--- config.mk ---
export PLATFORM = sky130hd
export DESIGN_NAME = rpm_shift_light_bar_flat
export DESIGN_NICKNAME = d
export VERILOG_FILES = /design/src/sv/rslb_pkg.sv /design/src/sv/rslb_if.sv /design/src/sv/rslb_csr.sv /design/src/sv/rslb_ctrl.sv /design/src/sv/rslb_dp.sv /design/src/sv/rpm_shift_light_bar.sv /design/src/flat_wrapper.sv
export SDC_FILE = /design/constraint.sdc
export NUM_CORES = 1
export LEC_CHECK = 0
export BUFFER_PORTS_ARGS = -buffer_cell sky130_fd_sc_hd__buf_2
export CAP_MARGIN = 10
export CORE_MARGIN = 2
export CORE_UTILIZATION = 36
export DETAILED_ROUTE_END_ITERATION = 8
export GPL_TIMING_DRIVEN = 0
export PLACE_DENSITY = 0.61
export SYNTH_ARGS = -nofsm -noshare
export SYNTH_HDL_FRONTEND = slang
export SYNTH_HIERARCHICAL = 1
export SYNTH_SLANG_ARGS = --single-unit
--- constraint.sdc ---
create_clock -name clock -period 16.5 [get_ports clock]
set_clock_uncertainty 0.2 [all_clocks]
set_input_delay 3.3 -clock clock [delete_from_list [all_inputs] [get_ports clock]]
set_output_delay 3.3 -clock clock [all_outputs]
set_load 0.02 [all_outputs]
--- src/sv/rslb_pkg.sv ---
// ----------------------------------------------------------------------------
// rslb_pkg: shared types and constants of the rpm shift light bar
// Register codes, reset values, colour tables and the command and status
// structures that pass between the controller and the datapath.
// ----------------------------------------------------------------------------
package rslb_pkg;

   localparam int ADDR_W = 5;

   localparam logic [2:0] REG_BLUE    = 3'd0;
   localparam logic [2:0] REG_GREEN   = 3'd1;
   localparam logic [2:0] REG_YELLOW  = 3'd2;
   localparam logic [2:0] REG_ORANGE  = 3'd3;
   localparam logic [2:0] REG_FULL    = 3'd4;
   localparam logic [2:0] REG_TIMEOUT = 3'd5;

   localparam logic [13:0] RST_BLUE    = 14'd2000;
   localparam logic [13:0] RST_GREEN   = 14'd3000;
   localparam logic [13:0] RST_YELLOW  = 14'd4500;
   localparam logic [13:0] RST_ORANGE  = 14'd5500;
   localparam logic [13:0] RST_FULL    = 14'd6200;
   localparam logic [15:0] RST_TIMEOUT = 16'd3000;

   localparam logic OP_FRAME  = 1'b0;
   localparam logic OP_RENDER = 1'b1;

   localparam logic [28:0] RPM_FRAME_ID = 29'h201;
   localparam logic [3:0]  RPM_LEN_MIN  = 4'd2;
   localparam logic [31:0] SCAN_STEP_MS = 32'd30;

   localparam int          MOD_STEPS    = 3;
   localparam logic [17:0] MOD_W2       = 18'd536;
   localparam logic [17:0] MOD_W3       = 18'd216;
   localparam logic [12:0] MOD_FOLD     = 13'd24;
   localparam logic [10:0] PULSE_PERIOD = 11'd1000;
   localparam logic [9:0]  PULSE_ON_AT  = 10'd600;
   localparam logic [7:0]  PULSE_HIGH   = 8'd50;
   localparam logic [7:0]  PULSE_LOW    = 8'd20;

   typedef struct packed {
      logic [7:0] red;
      logic [7:0] green;
      logic [7:0] blue;
   } rgb_type;

   localparam rgb_type COL_OFF    = '{8'd0,   8'd0,   8'd0};
   localparam rgb_type COL_BLUE   = '{8'd0,   8'd0,   8'd255};
   localparam rgb_type COL_GREEN  = '{8'd0,   8'd255, 8'd0};
   localparam rgb_type COL_YELLOW = '{8'd255, 8'd255, 8'd0};
   localparam rgb_type COL_ORANGE = '{8'd255, 8'd128, 8'd0};
   localparam rgb_type COL_RED    = '{8'd255, 8'd0,   8'd0};
   localparam rgb_type COL_HEAD   = '{8'd255, 8'd80,  8'd40};

   typedef struct packed {
      logic [13:0] blue_limit;
      logic [13:0] green_limit;
      logic [13:0] yellow_limit;
      logic [13:0] orange_limit;
      logic [13:0] full_scale;
      logic [15:0] wait_limit;
   } cfg_type;

   typedef struct packed {
      logic        opcode;
      logic [28:0] frame_id;
      logic [3:0]  frame_len;
      logic [7:0]  data_hi;
      logic [7:0]  data_lo;
      logic [31:0] now_ms;
   } req_type;

   typedef struct packed {
      logic [5:0] led_index;
      logic [7:0] red;
      logic [7:0] green;
      logic [7:0] blue;
      logic       last_led;
   } rsp_type;

   typedef struct packed {
      logic       load;
      logic       check;
      logic       mul;
      logic       step;
      logic       emit;
      logic [5:0] led;
   } cmd_type;

   typedef struct packed {
      logic is_render;
      logic error;
      logic out_free;
   } status_type;

   function automatic rgb_type zone_colour(input logic [13:0] rpm, input cfg_type cfg);
      rgb_type c;
      priority if (rpm < cfg.blue_limit) begin
         c = COL_BLUE;
      end else if (rpm < cfg.green_limit) begin
         c = COL_GREEN;
      end else if (rpm < cfg.yellow_limit) begin
         c = COL_YELLOW;
      end else if (rpm < cfg.orange_limit) begin
         c = COL_ORANGE;
      end else begin
         c = COL_RED;
      end
      return c;
   endfunction

   function automatic rgb_type trail_colour(input logic [1:0] gap);
      rgb_type c;
      unique case (gap)
         2'd1: begin
            c = '{8'd150, 8'd18, 8'd0};
         end
         2'd2: begin
            c = '{8'd100, 8'd12, 8'd0};
         end
         2'd3: begin
            c = '{8'd50, 8'd6, 8'd0};
         end
         default: begin
            c = COL_HEAD;
         end
      endcase
      return c;
   endfunction

endpackage

--- src/sv/rslb_if.sv ---
// ----------------------------------------------------------------------------
// rslb_if: channel interfaces of the rpm shift light bar
// The request channel carries bus frames and render requests, the response
// channel carries one colour per LED.
// ----------------------------------------------------------------------------
interface rslb_req_if;
   logic        valid;
   logic        ready;
   logic        opcode;
   logic [28:0] frame_id;
   logic [3:0]  frame_len;
   logic [7:0]  data_hi;
   logic [7:0]  data_lo;
   logic [31:0] now_ms;

   modport source (output valid, opcode, frame_id, frame_len, data_hi, data_lo, now_ms,
                   input ready);
   modport sink (input valid, opcode, frame_id, frame_len, data_hi, data_lo, now_ms,
                 output ready);
endinterface

interface rslb_rsp_if;
   logic       valid;
   logic       ready;
   logic [5:0] led_index;
   logic [7:0] red;
   logic [7:0] green;
   logic [7:0] blue;
   logic       last_led;

   modport source (output valid, led_index, red, green, blue, last_led, input ready);
   modport sink (input valid, led_index, red, green, blue, last_led, output ready);
endinterface

--- src/sv/rslb_csr.sv ---
// ----------------------------------------------------------------------------
// rslb_csr: configuration registers
// Holds the zone limits, the full scale point and the data timeout, written
// and read over a simple peripheral bus.
// ----------------------------------------------------------------------------
module rslb_csr (
   input  logic                      clock,
   input  logic                      reset,
   input  logic                      psel,
   input  logic                      penable,
   input  logic                      pwrite,
   input  logic [rslb_pkg::ADDR_W-1:0] paddr,
   input  logic [31:0]               pwdata,
   output logic [31:0]               prdata,
   output logic                      pready,
   output rslb_pkg::cfg_type         cfg
);

   rslb_pkg::cfg_type cfg_ff;
   rslb_pkg::cfg_type cfg_in;
   logic [2:0]        index;
   logic              wr_en;

   assign index  = paddr[4:2];
   assign wr_en  = psel && penable && pwrite;
   assign pready = 1'b1;
   assign cfg    = cfg_ff;

   always_comb begin
      cfg_in = cfg_ff;
      if (wr_en) begin
         unique case (index)
            rslb_pkg::REG_BLUE: begin
               cfg_in.blue_limit = pwdata[13:0];
            end
            rslb_pkg::REG_GREEN: begin
               cfg_in.green_limit = pwdata[13:0];
            end
            rslb_pkg::REG_YELLOW: begin
               cfg_in.yellow_limit = pwdata[13:0];
            end
            rslb_pkg::REG_ORANGE: begin
               cfg_in.orange_limit = pwdata[13:0];
            end
            rslb_pkg::REG_FULL: begin
               cfg_in.full_scale = pwdata[13:0];
            end
            rslb_pkg::REG_TIMEOUT: begin
               cfg_in.wait_limit = pwdata[15:0];
            end
            default: begin
               cfg_in = cfg_ff;
            end
         endcase
      end
   end

   always_comb begin
      unique case (index)
         rslb_pkg::REG_BLUE: begin
            prdata = {18'd0, cfg_ff.blue_limit};
         end
         rslb_pkg::REG_GREEN: begin
            prdata = {18'd0, cfg_ff.green_limit};
         end
         rslb_pkg::REG_YELLOW: begin
            prdata = {18'd0, cfg_ff.yellow_limit};
         end
         rslb_pkg::REG_ORANGE: begin
            prdata = {18'd0, cfg_ff.orange_limit};
         end
         rslb_pkg::REG_FULL: begin
            prdata = {18'd0, cfg_ff.full_scale};
         end
         rslb_pkg::REG_TIMEOUT: begin
            prdata = {16'd0, cfg_ff.wait_limit};
         end
         default: begin
            prdata = 32'd0;
         end
      endcase
   end

   always_ff @(posedge clock) begin
      if (reset) begin
         cfg_ff.blue_limit   <= rslb_pkg::RST_BLUE;
         cfg_ff.green_limit  <= rslb_pkg::RST_GREEN;
         cfg_ff.yellow_limit <= rslb_pkg::RST_YELLOW;
         cfg_ff.orange_limit <= rslb_pkg::RST_ORANGE;
         cfg_ff.full_scale   <= rslb_pkg::RST_FULL;
         cfg_ff.wait_limit   <= rslb_pkg::RST_TIMEOUT;
      end else begin
         cfg_ff <= cfg_in;
      end
   end

endmodule

--- src/sv/rslb_ctrl.sv ---
// ----------------------------------------------------------------------------
// rslb_ctrl: sequencing controller
// Accepts one transaction at a time, runs the state update and, for a render,
// the serial arithmetic, and then walks the LED index as the output register frees.
// ----------------------------------------------------------------------------
module rslb_ctrl #(
   parameter int LED_TOTAL = 20
) (
   input  logic                 clock,
   input  logic                 reset,
   input  logic                 in_valid,
   output logic                 in_ready,
   input  rslb_pkg::status_type status,
   output rslb_pkg::cmd_type    cmd
);

   localparam int         DIV_STEPS = $clog2(LED_TOTAL / 2);
   localparam logic [5:0] LED_LAST  = 6'(LED_TOTAL - 1);
   localparam logic [4:0] DIV_LAST  = 5'(DIV_STEPS - 1);
   localparam logic [4:0] MOD_LAST  = 5'(rslb_pkg::MOD_STEPS - 1);

   localparam logic [2:0] S_IDLE  = 3'd0;
   localparam logic [2:0] S_CHECK = 3'd1;
   localparam logic [2:0] S_SETUP = 3'd2;
   localparam logic [2:0] S_CALC  = 3'd3;
   localparam logic [2:0] S_EMIT  = 3'd4;

   logic [2:0] state_ff;
   logic [2:0] state_in;
   logic [4:0] step_ff;
   logic [4:0] step_in;
   logic [5:0] led_ff;
   logic [5:0] led_in;

   assign in_ready = (state_ff == S_IDLE);

   always_comb begin
      state_in = state_ff;
      step_in  = step_ff;
      led_in   = led_ff;
      cmd      = '0;
      cmd.led  = led_ff;
      unique case (state_ff)
         S_IDLE: begin
            if (in_valid) begin
               cmd.load = 1'b1;
               state_in = S_CHECK;
            end
         end
         S_CHECK: begin
            cmd.check = 1'b1;
            state_in  = status.is_render ? S_SETUP : S_IDLE;
         end
         S_SETUP: begin
            cmd.mul  = !status.error;
            step_in  = 5'd0;
            state_in = S_CALC;
         end
         S_CALC: begin
            cmd.step = 1'b1;
            if (step_ff == (status.error ? MOD_LAST : DIV_LAST)) begin
               state_in = S_EMIT;
               led_in   = 6'd0;
            end else begin
               step_in = step_ff + 5'd1;
            end
         end
         S_EMIT: begin
            if (status.out_free) begin
               cmd.emit = 1'b1;
               if (led_ff == LED_LAST) begin
                  state_in = S_IDLE;
               end else begin
                  led_in = led_ff + 6'd1;
               end
            end
         end
         default: begin
            state_in = S_IDLE;
         end
      endcase
   end

   always_ff @(posedge clock) begin
      if (reset) begin
         state_ff <= S_IDLE;
         step_ff  <= 5'd0;
         led_ff   <= 6'd0;
      end else begin
         state_ff <= state_in;
         step_ff  <= step_in;
         led_ff   <= led_in;
      end
   end

   a_emit_free: assert property (@(posedge clock) disable iff (reset)
      cmd.emit |-> status.out_free)
      else $error("LED emitted while the output register was occupied");

   a_load_check: assert property (@(posedge clock) disable iff (reset)
      cmd.load |=> (state_ff == S_CHECK))
      else $error("accepted transaction not followed by the state update");

   a_led_range: assert property (@(posedge clock) disable iff (reset)
      (state_ff == S_EMIT) |-> (led_ff <= LED_LAST))
      else $error("LED index beyond the strip");

endmodule

--- src/sv/rslb_dp.sv ---
// ----------------------------------------------------------------------------
// rslb_dp: datapath of the rpm shift light bar
// Holds the captured transaction, the rpm and scanner state, a serial divider
// for the bar length, a three-stage modulo 1000 reduction for the pulse phase
// and the output register.
// ----------------------------------------------------------------------------
module rslb_dp #(
   parameter int LED_TOTAL = 20
) (
   input  logic                 clock,
   input  logic                 reset,
   input  rslb_pkg::cmd_type    cmd,
   output rslb_pkg::status_type status,
   input  rslb_pkg::cfg_type    cfg,
   input  rslb_pkg::req_type    req_data,
   output logic                 rsp_valid,
   input  logic                 rsp_ready,
   output rslb_pkg::rsp_type    rsp_data
);

   localparam int         HALF     = LED_TOTAL / 2;
   localparam int         QW       = $clog2(HALF);
   localparam int         NW       = 14 + QW;
   localparam logic [QW-1:0] HALF_M1 = QW'(HALF - 1);
   localparam logic [5:0] HALF_PS  = 6'(HALF);
   localparam logic [5:0] LED_LAST = 6'(LED_TOTAL - 1);

   rslb_pkg::req_type in_ff;
   rslb_pkg::req_type in_in;
   logic [13:0]       rpm_ff, rpm_in;
   logic [31:0]       ldt_ff, ldt_in;
   logic              err_ff, err_in;
   logic [5:0]        pos_ff, pos_in;
   logic              down_ff, down_in;
   logic [31:0]       lst_ff, lst_in;
   logic [17:0]       md0_ff, md0_in;
   logic [10:0]       md1_ff, md1_in;
   logic [9:0]        mod_ff, mod_in;
   logic [NW-1:0]     rem_ff, rem_in;
   logic [NW-1:0]     dv_ff, dv_in;
   logic [QW-1:0]     q_ff, q_in;
   logic              ov_ff, ov_in;
   rslb_pkg::rsp_type out_ff, out_in;

   logic              match;
   logic              err_next;
   logic [6:0]        p7;
   logic [13:0]       clamp;
   logic [13:0]       cm1;
   logic [17:0]       fold0;
   logic [12:0]       fold1;
   logic [10:0]       fold2;
   logic              div_ge;
   logic [5:0]        qp1;
   logic [5:0]        per_side;
   logic [5:0]        gap;
   logic              lit;
   rslb_pkg::rgb_type colour;

   assign match    = (in_ff.frame_id == rslb_pkg::RPM_FRAME_ID)
                     && (in_ff.frame_len >= rslb_pkg::RPM_LEN_MIN);
   assign err_next = err_ff || ((in_ff.now_ms - ldt_ff) > {16'd0, cfg.wait_limit});
   assign clamp    = (rpm_ff > cfg.full_scale) ? cfg.full_scale : rpm_ff;
   assign cm1      = clamp - 14'd1;
   assign div_ge   = (rem_ff >= dv_ff);

   assign fold0 = 18'(in_ff.now_ms[7:0]) + {2'd0, in_ff.now_ms[15:8], 8'd0}
                  + 18'(in_ff.now_ms[23:16]) * rslb_pkg::MOD_W2
                  + 18'(in_ff.now_ms[31:24]) * rslb_pkg::MOD_W3;
   assign fold1 = 13'(md0_ff[17:10]) * rslb_pkg::MOD_FOLD + 13'(md0_ff[9:0]);
   assign fold2 = 11'(13'(fold1[12:10]) * rslb_pkg::MOD_FOLD + 13'(fold1[9:0]));

   always_comb begin
      if (down_ff) begin
         p7 = (pos_ff == 6'd0) ? 7'd127 : {1'b0, pos_ff} - 7'd1;
      end else begin
         p7 = {1'b0, pos_ff} + 7'd1;
      end
   end

   always_comb begin
      qp1 = 6'(q_ff) + 6'd1;
      if (cfg.full_scale < 14'd2) begin
         per_side = HALF_PS;
      end else begin
         per_side = (qp1 > HALF_PS) ? HALF_PS : qp1;
      end
      gap = (cmd.led > pos_ff) ? cmd.led - pos_ff : pos_ff - cmd.led;
      lit  = ({1'b0, cmd.led} < {1'b0, per_side})
             || ({1'b0, cmd.led} >= 7'(LED_TOTAL) - {1'b0, per_side});
      if (err_ff) begin
         if (gap == 6'd0) begin
            colour = rslb_pkg::COL_HEAD;
         end else if (gap <= 6'd3) begin
            colour = rslb_pkg::trail_colour(gap[1:0]);
         end else begin
            colour.red   = (mod_ff >= rslb_pkg::PULSE_ON_AT) ? rslb_pkg::PULSE_HIGH
                                                             : rslb_pkg::PULSE_LOW;
            colour.green = 8'd0;
            colour.blue  = 8'd0;
         end
      end else if (rpm_ff == 14'd0) begin
         colour = ((cmd.led == 6'd0) || (cmd.led == LED_LAST)) ? rslb_pkg::COL_BLUE
                                                               : rslb_pkg::COL_OFF;
      end else begin
         colour = lit ? rslb_pkg::zone_colour(rpm_ff, cfg) : rslb_pkg::COL_OFF;
      end
   end

   always_comb begin
      in_in   = in_ff;
      rpm_in  = rpm_ff;
      ldt_in  = ldt_ff;
      err_in  = err_ff;
      pos_in  = pos_ff;
      down_in = down_ff;
      lst_in  = lst_ff;
      md0_in  = md0_ff;
      md1_in  = md1_ff;
      mod_in  = mod_ff;
      rem_in  = rem_ff;
      dv_in   = dv_ff;
      q_in    = q_ff;
      ov_in   = ov_ff && !rsp_ready;
      out_in  = out_ff;
      if (cmd.load) begin
         in_in = req_data;
      end
      if (cmd.check) begin
         if (in_ff.opcode == rslb_pkg::OP_FRAME) begin
            if (match) begin
               rpm_in = 14'({in_ff.data_hi, in_ff.data_lo} >> 2);
               ldt_in = in_ff.now_ms;
               err_in = 1'b0;
            end else begin
               err_in = err_next;
            end
         end else begin
            err_in = err_next;
            if (err_next && ((in_ff.now_ms - lst_ff) >= rslb_pkg::SCAN_STEP_MS)) begin
               lst_in = in_ff.now_ms;
               if (p7 >= 7'(LED_TOTAL - 1)) begin
                  pos_in  = LED_LAST;
                  down_in = 1'b1;
               end else begin
                  pos_in = p7[5:0];
                  if (p7 == 7'd0) begin
                     down_in = 1'b0;
                  end
               end
            end
         end
      end
      if (cmd.mul) begin
         rem_in = {QW'(0), cm1} * NW'(HALF_M1);
         dv_in  = NW'(cfg.full_scale - 14'd1) << (QW - 1);
         q_in   = '0;
      end
      if (cmd.step) begin
         if (err_ff) begin
            md0_in = fold0;
            md1_in = fold2;
            mod_in = (md1_ff >= rslb_pkg::PULSE_PERIOD)
                     ? 10'(md1_ff - rslb_pkg::PULSE_PERIOD) : md1_ff[9:0];
         end else begin
            rem_in = div_ge ? rem_ff - dv_ff : rem_ff;
            dv_in  = dv_ff >> 1;
            q_in   = QW'({q_ff, div_ge});
         end
      end
      if (cmd.emit) begin
         ov_in            = 1'b1;
         out_in.led_index = cmd.led;
         out_in.red       = colour.red;
         out_in.green     = colour.green;
         out_in.blue      = colour.blue;
         out_in.last_led  = (cmd.led == LED_LAST);
      end
   end

   always_ff @(posedge clock) begin
      if (reset) begin
         rpm_ff  <= 14'd0;
         ldt_ff  <= 32'd0;
         err_ff  <= 1'b0;
         pos_ff  <= 6'd0;
         down_ff <= 1'b0;
         lst_ff  <= 32'd0;
         ov_ff   <= 1'b0;
      end else begin
         rpm_ff  <= rpm_in;
         ldt_ff  <= ldt_in;
         err_ff  <= err_in;
         pos_ff  <= pos_in;
         down_ff <= down_in;
         lst_ff  <= lst_in;
         ov_ff   <= ov_in;
      end
   end

   always_ff @(posedge clock) begin
      in_ff  <= in_in;
      md0_ff <= md0_in;
      md1_ff <= md1_in;
      mod_ff <= mod_in;
      rem_ff <= rem_in;
      dv_ff  <= dv_in;
      q_ff   <= q_in;
      out_ff <= out_in;
   end

   assign status.is_render = (in_ff.opcode == rslb_pkg::OP_RENDER);
   assign status.error     = err_ff;
   assign status.out_free  = !ov_ff || rsp_ready;
   assign rsp_valid        = ov_ff;
   assign rsp_data         = out_ff;

   a_pos_range: assert property (@(posedge clock) disable iff (reset)
      pos_ff <= LED_LAST)
      else $error("scanner head beyond the strip");

   a_last_index: assert property (@(posedge clock) disable iff (reset)
      (ov_ff && out_ff.last_led) |-> (out_ff.led_index == LED_LAST))
      else $error("last LED flag on the wrong index");

   a_frame_clears: assert property (@(posedge clock) disable iff (reset)
      (cmd.check && (in_ff.opcode == rslb_pkg::OP_FRAME) && match) |=> !err_ff)
      else $error("rpm frame did not leave error mode");

endmodule

--- src/sv/rpm_shift_light_bar.sv ---
// ----------------------------------------------------------------------------
// rpm_shift_light_bar: tachometer LED bar controller
// A frame transaction gives no response.
// A render transaction gives its first LED after the serial bar length divider
// in bar mode, or the three-stage modulo 1000 time reduction in scanner mode.
// LEDs follow at one per cycle while the sink keeps ready high.
// Synchronous reset clears the control, rpm, timeout, scanner and output valid
// state and sets the registers to their defaults; data registers are not reset.
// ----------------------------------------------------------------------------
module rpm_shift_light_bar #(
   parameter int LED_TOTAL = 20
) (
   input  logic                        clock,
   input  logic                        reset,
   rslb_req_if.sink                    req,
   rslb_rsp_if.source                  rsp,
   input  logic                        csr_psel,
   input  logic                        csr_penable,
   input  logic                        csr_pwrite,
   input  logic [rslb_pkg::ADDR_W-1:0] csr_paddr,
   input  logic [31:0]                 csr_pwdata,
   output logic [31:0]                 csr_prdata,
   output logic                        csr_pready
);

   rslb_pkg::cfg_type    cfg;
   rslb_pkg::cmd_type    cmd;
   rslb_pkg::status_type status;
   rslb_pkg::req_type    req_data;
   rslb_pkg::rsp_type    rsp_data;

   assign req_data.opcode    = req.opcode;
   assign req_data.frame_id  = req.frame_id;
   assign req_data.frame_len = req.frame_len;
   assign req_data.data_hi   = req.data_hi;
   assign req_data.data_lo   = req.data_lo;
   assign req_data.now_ms    = req.now_ms;

   assign rsp.led_index = rsp_data.led_index;
   assign rsp.red       = rsp_data.red;
   assign rsp.green     = rsp_data.green;
   assign rsp.blue      = rsp_data.blue;
   assign rsp.last_led  = rsp_data.last_led;

   rslb_csr u_csr (
      .clock   (clock),
      .reset   (reset),
      .psel    (csr_psel),
      .penable (csr_penable),
      .pwrite  (csr_pwrite),
      .paddr   (csr_paddr),
      .pwdata  (csr_pwdata),
      .prdata  (csr_prdata),
      .pready  (csr_pready),
      .cfg     (cfg)
   );

   rslb_ctrl #(
      .LED_TOTAL (LED_TOTAL)
   ) u_ctrl (
      .clock    (clock),
      .reset    (reset),
      .in_valid (req.valid),
      .in_ready (req.ready),
      .status   (status),
      .cmd      (cmd)
   );

   rslb_dp #(
      .LED_TOTAL (LED_TOTAL)
   ) u_dp (
      .clock     (clock),
      .reset     (reset),
      .cmd       (cmd),
      .status    (status),
      .cfg       (cfg),
      .req_data  (req_data),
      .rsp_valid (rsp.valid),
      .rsp_ready (rsp.ready),
      .rsp_data  (rsp_data)
   );

endmodule

--- src/flat_wrapper.sv ---
// flat-port wrapper written by rule: the top's interface ports become plain ports
module rpm_shift_light_bar_flat 
#(
   parameter int LED_TOTAL = 20
)
  (clock, reset, csr_psel, csr_penable, csr_pwrite, csr_paddr, csr_pwdata, csr_prdata, csr_pready, req_valid, req_opcode, req_frame_id, req_frame_len, req_data_hi, req_data_lo, req_now_ms, req_ready, rsp_valid, rsp_led_index, rsp_red, rsp_green, rsp_blue, rsp_last_led, rsp_ready);
  rslb_req_if req_i ();
  rslb_rsp_if rsp_i ();
  input  logic clock;
  input  logic reset;
  input  logic csr_psel;
  input  logic csr_penable;
  input  logic csr_pwrite;
  input  logic [rslb_pkg::ADDR_W-1:0] csr_paddr;
  input  logic [31:0] csr_pwdata;
  output logic [31:0] csr_prdata;
  output logic csr_pready;
  input wire logic [$bits(req_i.valid)-1:0] req_valid;
  input wire logic [$bits(req_i.opcode)-1:0] req_opcode;
  input wire logic [$bits(req_i.frame_id)-1:0] req_frame_id;
  input wire logic [$bits(req_i.frame_len)-1:0] req_frame_len;
  input wire logic [$bits(req_i.data_hi)-1:0] req_data_hi;
  input wire logic [$bits(req_i.data_lo)-1:0] req_data_lo;
  input wire logic [$bits(req_i.now_ms)-1:0] req_now_ms;
  output wire logic [$bits(req_i.ready)-1:0] req_ready;
  output wire logic [$bits(rsp_i.valid)-1:0] rsp_valid;
  output wire logic [$bits(rsp_i.led_index)-1:0] rsp_led_index;
  output wire logic [$bits(rsp_i.red)-1:0] rsp_red;
  output wire logic [$bits(rsp_i.green)-1:0] rsp_green;
  output wire logic [$bits(rsp_i.blue)-1:0] rsp_blue;
  output wire logic [$bits(rsp_i.last_led)-1:0] rsp_last_led;
  input wire logic [$bits(rsp_i.ready)-1:0] rsp_ready;
  assign req_i.valid = req_valid;
  assign req_i.opcode = req_opcode;
  assign req_i.frame_id = req_frame_id;
  assign req_i.frame_len = req_frame_len;
  assign req_i.data_hi = req_data_hi;
  assign req_i.data_lo = req_data_lo;
  assign req_i.now_ms = req_now_ms;
  assign req_ready = req_i.ready;
  assign rsp_valid = rsp_i.valid;
  assign rsp_led_index = rsp_i.led_index;
  assign rsp_red = rsp_i.red;
  assign rsp_green = rsp_i.green;
  assign rsp_blue = rsp_i.blue;
  assign rsp_last_led = rsp_i.last_led;
  assign rsp_i.ready = rsp_ready;
  rpm_shift_light_bar #(.LED_TOTAL(LED_TOTAL)) u_core (.clock(clock), .reset(reset), .req(req_i), .rsp(rsp_i), .csr_psel(csr_psel), .csr_penable(csr_penable), .csr_pwrite(csr_pwrite), .csr_paddr(csr_paddr), .csr_pwdata(csr_pwdata), .csr_prdata(csr_prdata), .csr_pready(csr_pready));
endmodule
# Yosys cells after proc, flatten, opt, wreduce, memory -nomap -nowiden
# Index checks and enable logic that the tools add are counted.
[word_totals]
word_cells = 189
reg_bits = 379
in_bits = 126
[op_classes]
add_sub_neg = 19
magnitude_cmp = 18
bitwise_logic = 1
reduce_logical = 35
n_mul = 5
n_eq_ne = 22
muxes = 56
[op_table]
columns = ["operator", "n"]
rows = [
  ["two-way mux 24 bit", 7],
  ["two-way mux 18 bit", 7],
  ["case mux 16 bit (6 select lines)", 1],
  ["case mux 24 bit (3 select lines)", 1],
  ["subtractor 32 bit", 2],
  ["< comparator 14 bit", 4],
  ["two-way mux 6 bit", 6],
  [">= comparator 32 x 5 -> 1 bit (second input constant)", 1],
  ["greater-than comparator 32 x 16 -> 1 bit", 1],
  ["two-way mux 16 bit", 2],
  ["equality test 29 x 10 -> 1 bit (second input constant)", 1],
  ["adder 17 x 18 -> 18 bit", 1],
  ["adder 18 x 16 -> 18 bit", 1],
  [">= comparator 18 bit", 1],
  ["zero test 6 bit", 3],
  ["multiplier 14 x 4 -> 18 bit (second input constant)", 1],
  ["subtractor 18 bit", 1],
  ["adder 8 x 16 -> 17 bit", 1],
  ["AND reduction 2 bit", 8],
  ["multiplier 8 x 7 -> 15 bit (second input constant)", 1],
  ["two-way mux 5 bit", 3],
  ["case mux 3 bit (5 select lines)", 1],
  ["subtractor 14 x 1 -> 15 bit (second input constant)", 1],
  ["greater-than comparator 14 bit", 1],
  ["54 further kinds", 99],
]

# Logic depth before layout (Yosys ltp)
[depth]
depth_word = 10
ltp_mapped = 32

# Cells and area by module
# Netlist, hierarchy kept.
[modules_own_cells]
columns = ["mod", "instances", "cells_per_inst", "area_per_inst_um2", "seq_area_each_um2"]
rows = [
  ["rslb_dp", 1, 2528, 21913.5, 6866.6],
  ["rslb_csr", 1, 451, 4266.6, 1721.7],
  ["rslb_ctrl", 1, 90, 788.3, 280.3],
]

# Worst setup path before layout
# No wires, ideal clock.
[synth_path]
path_kind = "input -> output"
start = "in csr_paddr[3] (netlist bit)"
end = "out csr_prdata[2]"
t_required_ps = 13000
cell_stages = 5
path_buffers = 2
t_arrival_ps = 4423
setup_slack_ps = 8577
path_cell_list = "buf_2 > buf_4 > mux2_2 > a22oi_1 > o21ai_0"
[synth_between]
elab_chain_cells = 2
elab_cells_between_ends = 7
cone_classes = "eq/ne (5); mux (1); reduce/logical (1)"
[synth_lines]
columns = ["element", "line", "rtl"]
rows = [
  ["start: declaration", "flat_wrapper.sv:14", "input logic [rslb_pkg::ADDR_W-1:0] csr_paddr;"],
  ["equality test 3 bit (tied with other cells)", "rslb_csr.sv:59", "unique case (index)"],
  ["case mux 16 bit (6 select lines) *", "rslb_csr.sv:59", ""],
  ["end: declaration", "flat_wrapper.sv:16", "output logic [31:0] csr_prdata;"],
]
# Every way passes the cells marked *; elsewhere a longest branch is shown, timed or not.

# Final worst setup path
[layout_path]
start = "in csr_paddr[4] (netlist bit)"
end = "out csr_prdata[5]"
# Same word-level chain as after synthesis.

==> impl_metrics.tcl <==
set metrics [dict create \
    post-synth-top-area-cell "edfxtp_1" \
    pin_count 192 \
    synth_top_area_share_pct 17.4 \
    yosysWarnings 6 \
    gp_congestion 0.942 \
    fin_util_pct 41.2 \
    wirelength_um 77700 \
    yosysMostFrequentCell "inv_1" \
    hold_violations 0 \
    cts_buffer_depth 3 \
    hold_slack_ns 0.227 \
    post-route-drc-count 0 \
    overflow 0 \
    drv_slew 0 \
    tns_ns 0 \
    cts-root-buf "clkbuf_16" \
    clock.fmax_mhz 118 \
    place_area_mm2 0.0290 \
    synth_ff_type "dfxtp_1" \
    crit_type "in2out" \
    die_x_um 278 \
    synth.top_cells.by_count "343 x inv_1, 301 x ha_1, 253 x a21oi_1, 247 x nand2_1, 209 x dfxtp_1" \
    cts_resized 0 \
    async_flop_share_pct 0 \
    cts_hold_buffers 0 \
    irDropWorstVdd_uv 93.4 \
    crit_chain "buf_2 > nor2b_1 > clkbuf_1 > a22oi_1 > a21oi_1 > buf_2" \
    synth_edf_count 156 \
    grt_pass1_wl_um 122000 \
    io_buffer_count 152 \
    postSynthCellCount 3069 \
    start_util_pct 36.3 \
    cp_common_cell "buf_2" \
    syn2layout_area_growth_pct 13.4 \
    cpPeakStageDelay_ns 0.50 \
    worstPathRequired_ns 13.00 \
    htree_levels 2 \
    arrival_ns 5.00 \
    clkLatencyLatePin_ns 0.59 \
    coreArea_mm2 0.0743 \
    nets 3748 \
    synth_seq_area_share_pct 32.9 \
    die_h_um 278 \
    synth_area_leaders "edfxtp_1 17%, dfxtp_1 16%, ha_1 14%" \
    final_area_mm2 0.0306 \
    wl_per_cell_um 18.1 \
    drtAntennaViolNets 0 \
    hp-class "reg2reg" \
    numClockSinks 365 \
    slew_headroom_pct 18.6 \
    clkTransAtPathRegs_ns 0.06 \
    cp-end-kind "output port" \
    drtPass1Iterations 8 \
    routed_via_density 5.29 \
    p_leak_nw 13.1 \
    fin_crit_sh_pct 51.5 \
    synth_area_per_cell_um2 8.79 \
    num_vias 22700 \
    p_total_mw 3.37 \
    status "finished clean" \
    ys_seq_elements 365 \
    cp_max_fo 10 \
    setup.worst_path.start_class "input pin" \
    dp_hpwl_um 59500 \
    cpMaxStageDelayCell "clkbuf_1" \
    grt_pass1_vias 21500 \
    setup_viol 0 \
    cellPowerDensity_mw_per_mm2 110 \
    drt_iter0_drc 1629 \
    grt_max_degree 63 \
    min_period_ns 8.50 \
    tightest_slew_ns 1.22 \
    die_area_mm2 0.0771 \
    rsz0062_at_grt "no" \
    cap_viol_max_count 0 \
    antenna_found_initial 0 \
    grt_usage_pct 19.9 \
    drive_above_1_share_pct 10.6 \
    cts_made_buffers 46 \
    cts_tree "done" \
    reg2reg_slack_ns 8.98 \
    ys_types 102 \
    diodes 0 \
    cts_setup_buffers 0 \
    netlist_area_mm2 0.0270 \
    std_cell_rows 100 \
]
critical path, delay by kind of cell:
family / cells / cell delay [ns]
buf+inv: 3 / 0.86
compound gates: 2 / 0.51
simple gates: 1 / 0.32
area by class of cell:
type                    count  area, um^2
plain buffers             141         759
well taps                 969        1210
repair buffers            154         796
flip-flops and latches    365        8870
fillers                  7533       43700
clock inverters            31         305
multi-input cells        2231       16100
clock buffers              54        1240
inverters                 348        1310
cells by family (layout without fill, tap and decap cells):
kind of cell / after synthesis / in the layout / share of synthesized area, %
and+or+nand+nor: 818 / 818 / 15.1
AOI/OAI and AO/OA: 791 / 791 / 18.3
DFF: 365 / 365 / 32.9
xor gates and xnor gates: 141 / 141 / 4.61
adders and majority gates: 337 / 337 / 16.6
muxes: 125 / 125 / 4.78
buffers and inverters: 489 / 728 / 7.66
other: 3 / 19 / 0.0418
metal layers:
metal  vias to the layer above  part of all wire [%]  GRT usage [%]  wire [um]
li1                      11300                     -              -          -
met4                         0                   3.4           6.44       2650
met1                     10600                    47           28.0      36800
met5                         -                     0              0          0
met2                       656                    44           31.3      34100
met3                       141                   5.4           2.63       4180
registers in the layout, indices dropped and copies added, names as in the netlist, 3 cells and up:
name and flops:
u_core/u_dp/dv_ff 18, u_core/u_dp/ldt_ff 32, u_core/u_dp/q_ff 4, u_core/u_dp/mod_ff 7
u_core/u_dp/lst_ff 32, u_core/u_ctrl/led_ff 6, u_core/u_dp/pos_ff 6, u_core/u_dp/rsp_data 23
u_core/u_dp/rem_ff 18, u_core/u_dp/md0_ff 18, u_core/u_dp/rpm_ff 14, u_core/u_ctrl/state_ff 3
u_core/u_dp/in_ff 78, u_core/u_dp/md1_ff 11, u_core/u_ctrl/step_ff 5, u_core/u_csr/cfg 86
placed cells by master, fill, tap and decap left out, types with 26 or more instances in the layout:
cell type,instances
inv_1,343
ha_1,301
a21oi_1,253
nand2_1,247
dfxtp_1,209
o21ai_0,173
buf_2,165
nor2_1,161
edfxtp_1,156
mux2i_1,95
xnor2_1,92
nand3_1,82
clkbuf_1,75
a21o_1,74
nand2b_1,73
nor2b_1,52
nor3_1,49
xor2_1,48
clkbuf_16,47
o21ai_1,36
buf_4,35
fa_1,34
mux2_2,30
nand4_1,26
where the power goes:
group	switching, mW	internal [mW]	total (mW)	leakage, nW
logic	0.691	0.520	1.21	9.15
clock network	0.422	0.619	1.04	0.773
registers	0.0629	1.06	1.12	3.16
total	1.18	2.20	3.37	13.1
through the flow:
step / cells / worst slack, ns
CTS: 4293 / 8.04
floorplan: 3085 / 8.58
global route: 4293 / 7.90
detailed placement: 4208 / 8.02
finish: 4293 / 8.00
global placement: 4206 / 8.08
path summary, 6_finish.rpt:
path	endpoint	startpoint	cells after the start
worst max-delay path	csr_prdata[5]	csr_paddr[4]	6
worst min-delay path	u_core/u_dp/md1_ff[0]$_DFFE_PP_	u_core/u_dp/md0_ff[0]$_DFFE_PP_	0
worst min register to register	u_core/u_dp/md1_ff[0]$_DFFE_PP_	u_core/u_dp/md0_ff[0]$_DFFE_PP_	0
worst max register to register	u_core/u_dp/rem_ff[16]$_DFFE_PP_	u_core/u_csr/cfg[28]$_SDFFE_PP1P_	29
No activity file was read; power rests on OpenSTA's default activity.
